### src/hdl/bsd_pkg.sv
`timescale 1ns / 1ps
// ----------------------------------------------------------------------------
// bsd_pkg
// Shared types, constants and the character classifier for the base64
// stream decoder.
// ----------------------------------------------------------------------------
package bsd_pkg;

    localparam int JOB_DEPTH = 4;
    localparam int JOB_PTR_W = $clog2(JOB_DEPTH);
    localparam int JOB_CNT_W = $clog2(JOB_DEPTH + 1);

    // ASCII codes of the alphabet edges
    localparam logic [7:0] CH_UPPER_A = 8'h41;
    localparam logic [7:0] CH_UPPER_Z = 8'h5a;
    localparam logic [7:0] CH_LOWER_A = 8'h61;
    localparam logic [7:0] CH_LOWER_Z = 8'h7a;
    localparam logic [7:0] CH_DIGIT_0 = 8'h30;
    localparam logic [7:0] CH_DIGIT_9 = 8'h39;
    localparam logic [7:0] CH_PLUS    = 8'h2b;
    localparam logic [7:0] CH_SLASH   = 8'h2f;

    // byte counts carried by a job
    localparam logic [1:0] NBYTES_ONE   = 2'd1;
    localparam logic [1:0] NBYTES_TWO   = 2'd2;
    localparam logic [1:0] NBYTES_THREE = 2'd3;

    typedef struct packed {
        logic [7:0] char_code;
        logic       message_last;
    } item_t;

    typedef struct packed {
        logic [7:0] data_byte;
        logic       byte_valid;
        logic       run_last;
        logic       message_done;
    } result_t;

    // One accepted character's worth of output: up to three bytes, MSB first.
    typedef struct packed {
        logic [23:0] word;
        logic [1:0]  nbytes;
        logic        has_bytes;
        logic        done;
    } job_t;

    typedef struct packed {
        logic       bad;
        logic [5:0] value;
    } sextet_t;

    function automatic sextet_t sextet_of(input logic [7:0] ch);
        sextet_t r;
        r.bad   = 1'b0;
        r.value = 6'd0;
        if (ch >= CH_UPPER_A && ch <= CH_UPPER_Z)
            r.value = 6'(ch - CH_UPPER_A);
        else if (ch >= CH_LOWER_A && ch <= CH_LOWER_Z)
            r.value = 6'(ch - CH_LOWER_A + 8'd26);
        else if (ch >= CH_DIGIT_0 && ch <= CH_DIGIT_9)
            r.value = 6'(ch - CH_DIGIT_0 + 8'd52);
        else if (ch == CH_PLUS)
            r.value = 6'd62;
        else if (ch == CH_SLASH)
            r.value = 6'd63;
        else
            r.bad = 1'b1;
        return r;
    endfunction

endpackage

### src/hdl/bsd_front.sv
`timescale 1ns / 1ps
// ----------------------------------------------------------------------------
// bsd_front
// Classifies each character, gathers sextets and issues byte jobs.
// ----------------------------------------------------------------------------
module bsd_front
    import bsd_pkg::*;
(
    input  logic  clk,
    input  logic  rst_n,
    input  logic  accept,
    input  item_t item,
    output logic  job_push,
    output job_t  job
);

    logic [1:0]  group_count_reg, group_count_next;
    logic [17:0] store_reg, store_next;
    logic        stopped_reg, stopped_next;

    sextet_t     sx;
    logic        take;
    logic        full_group;
    logic [1:0]  gc_mid;
    logic [17:0] store_mid;

    always_comb
    begin
        sx         = sextet_of(item.char_code);
        take       = !stopped_reg && !sx.bad;
        full_group = take && (group_count_reg == 2'd3);

        stopped_next = stopped_reg || sx.bad;
        gc_mid       = group_count_reg;
        store_mid    = store_reg;
        if (full_group)
        begin
            gc_mid    = 2'd0;
            store_mid = 18'd0;
        end
        else if (take)
        begin
            gc_mid    = group_count_reg + 2'd1;
            store_mid = {store_reg[11:0], sx.value};
        end

        job.word      = 24'd0;
        job.nbytes    = NBYTES_ONE;
        job.has_bytes = 1'b0;
        job.done      = item.message_last;
        if (full_group)
        begin
            job.word      = {store_reg, sx.value};
            job.nbytes    = NBYTES_THREE;
            job.has_bytes = 1'b1;
        end
        else if (gc_mid == 2'd3)
        begin
            job.word      = {store_mid, 6'd0};
            job.nbytes    = NBYTES_TWO;
            job.has_bytes = 1'b1;
        end
        else if (gc_mid == 2'd2)
        begin
            job.word      = {store_mid[11:0], 12'd0};
            job.nbytes    = NBYTES_ONE;
            job.has_bytes = 1'b1;
        end
        job_push = accept && (full_group || item.message_last);

        group_count_next = gc_mid;
        store_next       = store_mid;
        if (item.message_last)
        begin
            group_count_next = 2'd0;
            store_next       = 18'd0;
            stopped_next     = 1'b0;
        end
    end

    always_ff @(posedge clk or negedge rst_n)
    begin
        if (!rst_n)
        begin
            group_count_reg <= 2'd0;
            store_reg       <= 18'd0;
            stopped_reg     <= 1'b0;
        end
        else if (accept)
        begin
            group_count_reg <= group_count_next;
            store_reg       <= store_next;
            stopped_reg     <= stopped_next;
        end
    end

endmodule

### src/hdl/bsd_job_fifo.sv
`timescale 1ns / 1ps
// ----------------------------------------------------------------------------
// bsd_job_fifo
// Short job queue between the classifier and the byte emitter.
// ----------------------------------------------------------------------------
module bsd_job_fifo
    import bsd_pkg::*;
(
    input  logic clk,
    input  logic rst_n,
    input  logic wr_en,
    input  job_t wr_job,
    input  logic rd_en,
    output job_t rd_job,
    output logic full,
    output logic empty
);

    job_t                 slot_reg [JOB_DEPTH];
    logic [JOB_PTR_W-1:0] wr_ptr_reg, wr_ptr_next;
    logic [JOB_PTR_W-1:0] rd_ptr_reg, rd_ptr_next;
    logic [JOB_CNT_W-1:0] count_reg, count_next;

    assign full   = (count_reg == JOB_CNT_W'(JOB_DEPTH));
    assign empty  = (count_reg == '0);
    assign rd_job = slot_reg[rd_ptr_reg];

    always_comb
    begin
        wr_ptr_next = wr_ptr_reg + JOB_PTR_W'(wr_en);
        rd_ptr_next = rd_ptr_reg + JOB_PTR_W'(rd_en);
        count_next  = count_reg + JOB_CNT_W'(wr_en) - JOB_CNT_W'(rd_en);
    end

    always_ff @(posedge clk)
    begin
        if (wr_en)
            slot_reg[wr_ptr_reg] <= wr_job;
    end

    always_ff @(posedge clk or negedge rst_n)
    begin
        if (!rst_n)
        begin
            wr_ptr_reg <= '0;
            rd_ptr_reg <= '0;
            count_reg  <= '0;
        end
        else
        begin
            wr_ptr_reg <= wr_ptr_next;
            rd_ptr_reg <= rd_ptr_next;
            count_reg  <= count_next;
        end
    end

endmodule

### src/hdl/bsd_back.sv
`timescale 1ns / 1ps
// ----------------------------------------------------------------------------
// bsd_back
// Steps through the head job one byte per transfer.
// ----------------------------------------------------------------------------
module bsd_back
    import bsd_pkg::*;
(
    input  logic    clk,
    input  logic    rst_n,
    input  job_t    job,
    input  logic    job_empty,
    input  logic    pop,
    output logic    job_pop,
    output result_t result
);

    logic [1:0] idx_reg, idx_next;
    logic       last_byte;
    logic       xfer;

    always_comb
    begin
        last_byte = (idx_reg == job.nbytes - 2'd1);
        xfer      = pop && !job_empty;
        job_pop   = xfer && last_byte;

        case (idx_reg)
            2'd0:    result.data_byte = job.word[23:16];
            2'd1:    result.data_byte = job.word[15:8];
            2'd2:    result.data_byte = job.word[7:0];
            default: result.data_byte = 8'd0;
        endcase
        result.byte_valid   = job.has_bytes;
        result.run_last     = last_byte;
        result.message_done = last_byte && job.done;

        idx_next = idx_reg;
        if (job_pop)
            idx_next = 2'd0;
        else if (xfer)
            idx_next = idx_reg + 2'd1;
    end

    always_ff @(posedge clk or negedge rst_n)
    begin
        if (!rst_n)
            idx_reg <= 2'd0;
        else
            idx_reg <= idx_next;
    end

endmodule

### src/hdl/base64_stream_decoder_core.sv
`timescale 1ns / 1ps
// ----------------------------------------------------------------------------
// base64_stream_decoder_core
// Streaming base64 decoder: one character in, up to three bytes out.
// ----------------------------------------------------------------------------
//  channel   handshake           payload
//  -------   -----------------   --------------------------------------------
//  item      push / full         char_code, message_last
//  result    pop / empty         data_byte, byte_valid, run_last, message_done
//
//  A character is classified and folded into the group in the cycle it is
//  transferred; the bytes it yields are queued as one job (4 deep).
//  The emitter gives one byte per cycle while pop is high and the queue holds a job;
//  sustained, one character per cycle while pop stays high (4 chars -> 3 bytes).
//  full rises only when the job queue holds 4 jobs; stalls on pop back up there.
//  Reset (rst_n, async) clears the group state, the queue and the byte index.
// ----------------------------------------------------------------------------
module base64_stream_decoder_core
    import bsd_pkg::*;
(
    input  logic    clk,
    input  logic    rst_n,
    input  logic    push,
    output logic    full,
    input  item_t   item,
    output logic    empty,
    input  logic    pop,
    output result_t result
);

    logic accept;
    logic job_push;
    job_t job_in;
    job_t job_head;
    logic job_pop;
    logic job_full;
    logic job_empty;

    // An item transfer needs a free job slot even if it yields no bytes.
    assign full   = job_full;
    assign accept = push && !job_full;
    assign empty  = job_empty;

    bsd_front u_front (
        .clk      (clk),
        .rst_n    (rst_n),
        .accept   (accept),
        .item     (item),
        .job_push (job_push),
        .job      (job_in)
    );

    bsd_job_fifo u_fifo (
        .clk    (clk),
        .rst_n  (rst_n),
        .wr_en  (job_push),
        .wr_job (job_in),
        .rd_en  (job_pop),
        .rd_job (job_head),
        .full   (job_full),
        .empty  (job_empty)
    );

    // Head job drives the result ports directly; the index picks the byte.
    bsd_back u_back (
        .clk       (clk),
        .rst_n     (rst_n),
        .job       (job_head),
        .job_empty (job_empty),
        .pop       (pop),
        .job_pop   (job_pop),
        .result    (result)
    );

endmodule

### config.mk
export PLATFORM = sky130hd
export DESIGN_NAME = base64_stream_decoder_core
export DESIGN_NICKNAME = d
export VERILOG_FILES = /design/src/hdl/bsd_pkg.sv /design/src/hdl/bsd_front.sv /design/src/hdl/bsd_job_fifo.sv /design/src/hdl/bsd_back.sv /design/src/hdl/base64_stream_decoder_core.sv
export SDC_FILE = /design/constraint.sdc
export NUM_CORES = 1
export LEC_CHECK = 0
export ABC_AREA = 1
export BUFFER_PORTS_ARGS = -buffer_cell sky130_fd_sc_hd__buf_2
export CAP_MARGIN = 20
export CORE_MARGIN = 4
export CORE_UTILIZATION = 40
export CTS_BUF_LIST = sky130_fd_sc_hd__clkbuf_4 sky130_fd_sc_hd__clkbuf_8
export CTS_CLUSTER_DIAMETER = 30
export CTS_CLUSTER_SIZE = 25
export DETAILED_ROUTE_END_ITERATION = 12
export HOLD_SLACK_MARGIN = 0.08
export PLACE_DENSITY = 0.64
export SLEW_MARGIN = 20
export SYNTH_ARGS = -nofsm -noshare
export SYNTH_HDL_FRONTEND = slang
export SYNTH_SLANG_ARGS = --single-unit
### constraint.sdc
create_clock -name clk -period 10.1 [get_ports clk]
set_input_delay 0.505 -clock clk [delete_from_list [all_inputs] [get_ports clk]]
set_output_delay 0.505 -clock clk [all_outputs]
set_load 0.1 [all_outputs]
==> results of run 1 <==
==> cells in the mapped netlist (3+ instances only) <==
library cell  instances  area (µm²)
edfxtp_1            112        3363
nand2_1             200       750.7
nor2_1               77       289.0
o21ai_0              74       370.4
nand4_1              13       81.33
buf_4                 3       22.52
clkbuf_1             17       63.81
o22ai_1              27       168.9
nor2_4                3       33.78
a21oi_1               5       25.02
ha_1                 18       225.2
buf_2                 9       45.04
o21ai_1               4       20.02
nor3_1                5       25.02
xnor2_1               3       26.28
nand2_2              13       81.33
inv_2                 4       15.01
dfrtp_1              30       750.7
nor2_2                4       25.02
xor2_1                8       70.07
buf_6                 3       33.78
nand3_1              60       300.3
nand2_4               4       45.04
inv_1                47       176.4
==> area by class of cell <==
cell class | instances | area [µm²] | share of cell area [%]
Tap cell | 225 | 281.5 | 3.582
Clock inverter | 13 | 191.4 | 2.436
Sequential cell | 142 | 4114 | 52.35
Timing Repair Buffer | 33 | 185.2 | 2.356
Inverter | 53 | 201.4 | 2.563
Multi-Input combinational cell | 526 | 2644 | 33.64
Clock buffer | 18 | 241.5 | 3.073
==> per-layer routing <==
layer | vias to the layer above | wire, µm | share of wire (%) | GRT usage (%)
met5 | - | 0 | 0 | 0
met4 | 0 | 174 | 1.1 | 5.051
met3 | 15 | 670 | 4.2 | 3.707
met2 | 120 | 7737 | 48 | 26.41
met1 | 2477 | 7521 | 47 | 22.80
li1 | 2592 | - | - | -
==> worst max-delay path, stage by stage, from the launching register on <==
cell     delay [ns]
dfrtp_1        0.33
buf_4          0.48
inv_1          0.30
buf_4          0.34
nand2_1        0.12
nand3_1        0.07
nand2_1        0.14
xor2_1         0.16
mux2_2         0.40
a21oi_1        0.13
buf_2          0.44
==> power breakdown <==
group          switching [mW]  internal (mW)
clock                   0.217          0.272
sequential             0.0422          0.735
combinational           0.835          0.231
total                    1.09           1.24
==> worst min path at each step <==
| stage | startpoint | endpoint | slack (ns) | cells after the start |
|---|---|---|---|---|
| after floorplan | rst_n | u_back.idx_reg[0] | 0.21 | 0 |
| after global placement | u_front.store_reg[15] | u_front.store_reg[15] | 0.50 | 2 |
| after detailed placement | u_front.store_reg[12] | u_front.store_reg[12] | 0.51 | 2 |
| after CTS | rst_n | u_fifo.count_reg[2] | 0.11 | 1 |
| after global routing | rst_n | u_back.idx_reg[0] | 0.15 | 1 |
| final | rst_n | u_back.idx_reg[1] | 0.11 | 1 |
==> stage by stage <==
step           utilization [%]  instance area [µm²]  hold WS (ns)
2_1_floorplan                -                 7142        0.2094
3_3_place_gp             42.64                 7426        0.5034
3_5_place_dp             42.64                 7426        0.5060
4_1_cts                  45.12                 7859        0.1083
5_1_grt                  45.12                 7859        0.1512
6_report                 45.12                 7859        0.1069
==> cell families (layout without fill, tap and decap cells) <==
logic type	count (synthesis)	after routing	synth area share, %
AND/OR/NAND/NOR	383	383	23.39
multiplexers	1	1	0.1577
adder cells (fa/ha/maj)	19	19	3.434
flip-flops	142	142	57.60
AO/OA/AOI/OAI	112	112	8.409
buffers and inverters	89	117	5.659
XOR/XNOR	11	11	1.349
==> impl_metrics.csv, run 1 <==
group,metric,value,unit
outcome,outcome,"complete, no violations",
flow_run,maxCapViolCount,0,
final_layout,diodes,0,
clocking,clock-sinks,142,
final_layout,largest_register_ffs,112,
global_route,grt_pass1_wl,25960,µm
sta,slew_headroom,33.92,%
sta,tightest_slew,0.9901,ns
logic_synthesis,synth_edf_count,112,
clocking,post_cts_buffers,0,
sta,max_freq,257.5,MHz
worst_setup_path,critPathMaxFanout,58,
global_route,grt-ovfl-total,0,
sta,tns,0,ns
worst_setup_path,cp_data_arrival_time,3.38,ns
logic_synthesis,syn_nets,789,
route,wl,16100,µm
logic_synthesis,ys.flop_type,"edfxtp_1",
clocking,cts_root_buf,"clkbuf_8",
floorplan,die_h,141.6,µm
logic_synthesis,yosysWarnings,0,
sta,period_share,38.46,%
clocking,cts_resized,0,
logic_synthesis,syn_avg_cell_area,9.434,µm²
logic_synthesis,ys_seq_area_share,57.60,%
worst_setup_path,ff2ff_path_depth,15,
worst_setup_path,crit_start,"u_fifo.rd_ptr_reg[0]",
clocking,hold_buffers,0,
clocking,cts_max_level,4,
final_layout,fin_nets,805,
floorplan,die_w,141.6,µm
final_layout,layout-drive-gt1-share,12.87,%
clocking,clkLatencyLatePin,0.45,ns
worst_setup_path,rrSetupSlack,6.37,ns
placement,dp.cells,979,
route,num_vias,5204,
floorplan,ios,26,
worst_setup_path,r2r-start,"u_fifo.rd_ptr_reg[0]",
sta,final.setup_skew,0.01332,ns
final_layout,area_delta_synth_final,10.04,%
sta,final_hold_viol_count,0,
pwr,p_per_area,296.7,nW/µm²
floorplan,die_area,20060,µm²
global_route,grt_pass1_vias,5018,
worst_setup_path,endpoint,"result[0]",
route,ant_nets,0,
worst_setup_path,endpoint_kind,"output port",
floorplan,core,17420,µm²
clocking,clk_transition_reported_paths,0.08,ns
final_layout,nFillCells,1675,
sta,setup_ws,6.216,ns
logic_synthesis,yosys_register_bits,142,
global_route,antenna_found_initial,0,
pwr,cellLeakagePower,3.256,nW
clocking,numCtsBuffers,17,
global_route,grt_start_max_net_pins,59,
placement,pre_cts_ws,6.172,ns
logic_synthesis,syn_area,7142,µm²
logic_synthesis,async_reset_ff_share,21.13,%
clocking,clk_path_buf_depth,2,
route,routedWlPerCell,15.94,µm
route,first_iter_violations,499,
route,first_pass_iters,5,
sta,setup_viol,0,
sta,slew_viol_final,0,
worst_setup_path,critPathRequiredTime,9.60,ns
placement,gp_congestion,0.8489,
route,post-route-drc-count,0,
final_layout,layout_common_cells,"nand2_1, edfxtp_1, nor2_1",
sta,rsz0062_at_grt,"no",
final_layout,final_cells,1010,
route,via_per_inst,5.152,
placement,hpwlAfterDp,10300,µm
floorplan,num_rows,48,
worst_setup_path,worstSetupPathType,"flop to output port",
min_path,hold_class,"input pin to asynchronous set/reset pin",
pwr,peakVddDrop,0.5109,mV
global_route,grtUsageTotal,16.59,%
logic_synthesis,synth_cell_types,35,
floorplan,initial_core_util,41.01,%
placement,portBuffers,25,
final_layout,final_common_cell,"nand2_1",
worst_setup_path,startpoint_type,"flop",
logic_synthesis,syn_inst,757,
worst_setup_path,r2r-end,"u_fifo.count_reg[2]",
pwr,power,2.332,mW
clocking,cts_tree,"built",
sta,period_needed,3.884,ns
Note: power is estimated with default switching activity, not from simulation.
==> inputs of run 2 (changes only) <==
- PLACE_DENSITY: 0.64 -> 0.66
- clock period: 10.1 -> 3.3 ns (I/O delays scaled with it)
==> impl_metrics.csv, run 2 (synthesis gave the netlist of run 1 again) <==
group,metric,value,unit
sta,max_freq,349.0,MHz
worst_setup_path,startpoint_type,"flop",
global_route,grt-ovfl-total,0,
pwr,p_sw_share,46.27,%
worst_setup_path,critPathRequiredTime,3.13,ns
floorplan,die_w,141.6,µm
placement,hpwlAfterDp,10460,µm
final_layout,nFillCells,1643,
min_path,min_from,"pop",
clocking,post_cts_buffers,0,
worst_setup_path,r2r-end,"u_fifo.count_reg[2]",
clocking,cts_root_buf,"clkbuf_8",
final_layout,layout-drive-gt1-share,14.04,%
sta,slew_viol_final,0,
placement,portBuffers,25,
route,via_per_inst,5.108,
worst_setup_path,worstSetupPathType,"flop to output port",
clocking,clkLatencyLatePin,0.45,ns
global_route,grt_start_max_net_pins,37,
sta,period_share,86.84,%
clocking,clk_transition_reported_paths,0.08,ns
pwr,cellLeakagePower,3.328,nW
sta,fin_hold_ws,0.1576,ns
pwr,clkPwrFrac,20.7,%
sta,final_hold_viol_count,0,
worst_setup_path,r2r-start,"u_fifo.rd_ptr_reg[1]",
floorplan,die_h,141.6,µm
placement,gp_congestion,0.8838,
worst_setup_path,endpoint_kind,"output port",
worst_setup_path,cp_data_arrival_time,2.70,ns
global_route,grt_pass1_vias,5009,
pwr,sequentialPowerShare,32.9,%
outcome,outcome,"complete, no violations",
worst_setup_path,endpoint,"result[5]",
worst_setup_path,crit_start,"u_fifo.rd_ptr_reg[0]",
sta,rsz0062_at_grt,"no",
final_layout,fin_nets,817,
route,first_iter_violations,518,
sta,tightest_slew,0.7399,ns
worst_setup_path,ff2ff_path_depth,12,
floorplan,core,17420,µm²
pwr,internal_power,3.908,mW
final_layout,largest_register_ffs,112,
sta,setup_viol,0,
clocking,clk_path_buf_depth,2,
global_route,grtUsageTotal,16.45,%
clocking,cts_tree,"built",
route,num_vias,5225,
sta,final.setup_skew,0.01028,ns
final_layout,diodes,0,
clocking,clock-sinks,142,
route,post-route-drc-count,0,
min_path,hold_class,"input pin to flop",
route,ant_nets,0,
worst_setup_path,critPathMaxFanout,36,
flow_run,maxCapViolCount,0,
pwr,combPwrFrac,46.4,%
floorplan,num_rows,48,
sta,slew_headroom,50.68,%
worst_setup_path,rrSetupSlack,0.51,ns
route,wl,15880,µm
route,routedWlPerCell,15.52,µm
sta,period_needed,2.866,ns
pwr,peakVddDrop,1.389,mV
pwr,p_per_area,909.2,nW/µm²
global_route,grt_pass1_wl,25820,µm
route,first_pass_iters,4,
final_layout,finish.utilization,45.93,%
clocking,cts_max_level,4,
floorplan,die_area,20060,µm²
floorplan,ios,26,
pwr,switching_power,3.366,mW
final_layout,area_delta_synth_final,12.02,%
final_layout,final_common_cell,"nand2_1",
global_route,antenna_found_initial,0,
clocking,numCtsBuffers,17,
final_layout,layout_common_cells,"nand2_1, edfxtp_1, nor2_1",
floorplan,initial_core_util,41.01,%
run 2: changes by cell type in the layout (fill, tap and decap cells not counted), sizes merged:
cell,delta
buf,+10
clkinv,-2
dlygate4sd3,+2
inv,+2
clkbuf,+1
run 2: worst min-delay path by stage:
stage / to / slack, ns / cells after the start
6_report: u_back.idx_reg[1] / 0.16 / 4
2_1_floorplan: u_back.idx_reg[0] / -0.13 / 0
5_1_grt: u_front.store_reg[13] / 0.22 / 5
4_1_cts: u_back.idx_reg[1] / 0.13 / 4
3_5_place_dp: u_back.idx_reg[1] / 0.26 / 1
3_3_place_gp: u_back.idx_reg[1] / 0.26 / 1
run 2: power groups by stage:
stage / combinational, mW / sequential [mW] / clock (mW)
finish: 3.38 / 2.39 / 1.51
global route: 3.68 / 2.42 / 1.61
CTS: 3.41 / 2.39 / 1.54
detailed placement: 3.39 / 2.43 / 0
global placement: 3.38 / 2.42 / 0
floorplan: 2.64 / 2.39 / 0
run 2: layer usage:
metal	vias up	global-route usage (%)	part of all wire (%)
met4	0	4.949	1.3
met3	21	3.539	4.2
met1	2472	21.97	46
met2	116	27.06	49
met5	-	0	0
li1	2616	-	-
run 2: worst max-delay path, cell delays in order, from the launching register on:
cell	delay (ns)
dfrtp_1	0.42
inv_1	0.10
buf_4	0.23
buf_4	0.37
o21ai_0	0.13
o22ai_1	0.21
nand2_1	0.08
nand3_1	0.13
nand2_1	0.08
inv_1	0.05
buf_2	0.41
run 2: timing repair:
action | CTS | global route
endpoints found under the hold margin | 34 | 0
gates resized for setup | 0 | 0
hold buffers | 2 | 0
run 2: layout make-up:
cell class,instances,area [µm²],area share [%]
repair buffers,45,322.8,4.035
multi-input cells,526,2644,33.05
flip-flops and latches,142,4114,51.42
clock inverters,13,187.7,2.346
inverters,53,201.4,2.518
clock buffers,19,249.0,3.112
well taps,225,281.5,3.519
run 2: through the flow:
| step | setup slack (ns) | cell area [µm²] | instances | TNS [ns] | power, mW |
|---|---|---|---|---|---|
| after floorplan | -0.6093 | 7142 | 757 | -68.24 | 5.032 |
| after global placement | 0.3757 | 7543 | 989 | 0 | 5.801 |
| after detailed placement | 0.3225 | 7543 | 989 | 0 | 5.820 |
| after CTS | 0.3807 | 8000 | 1023 | 0 | 7.340 |
| after global routing | 0.2260 | 8000 | 1023 | 0 | 7.713 |
| final | 0.4343 | 8000 | 1023 | 0 | 7.274 |
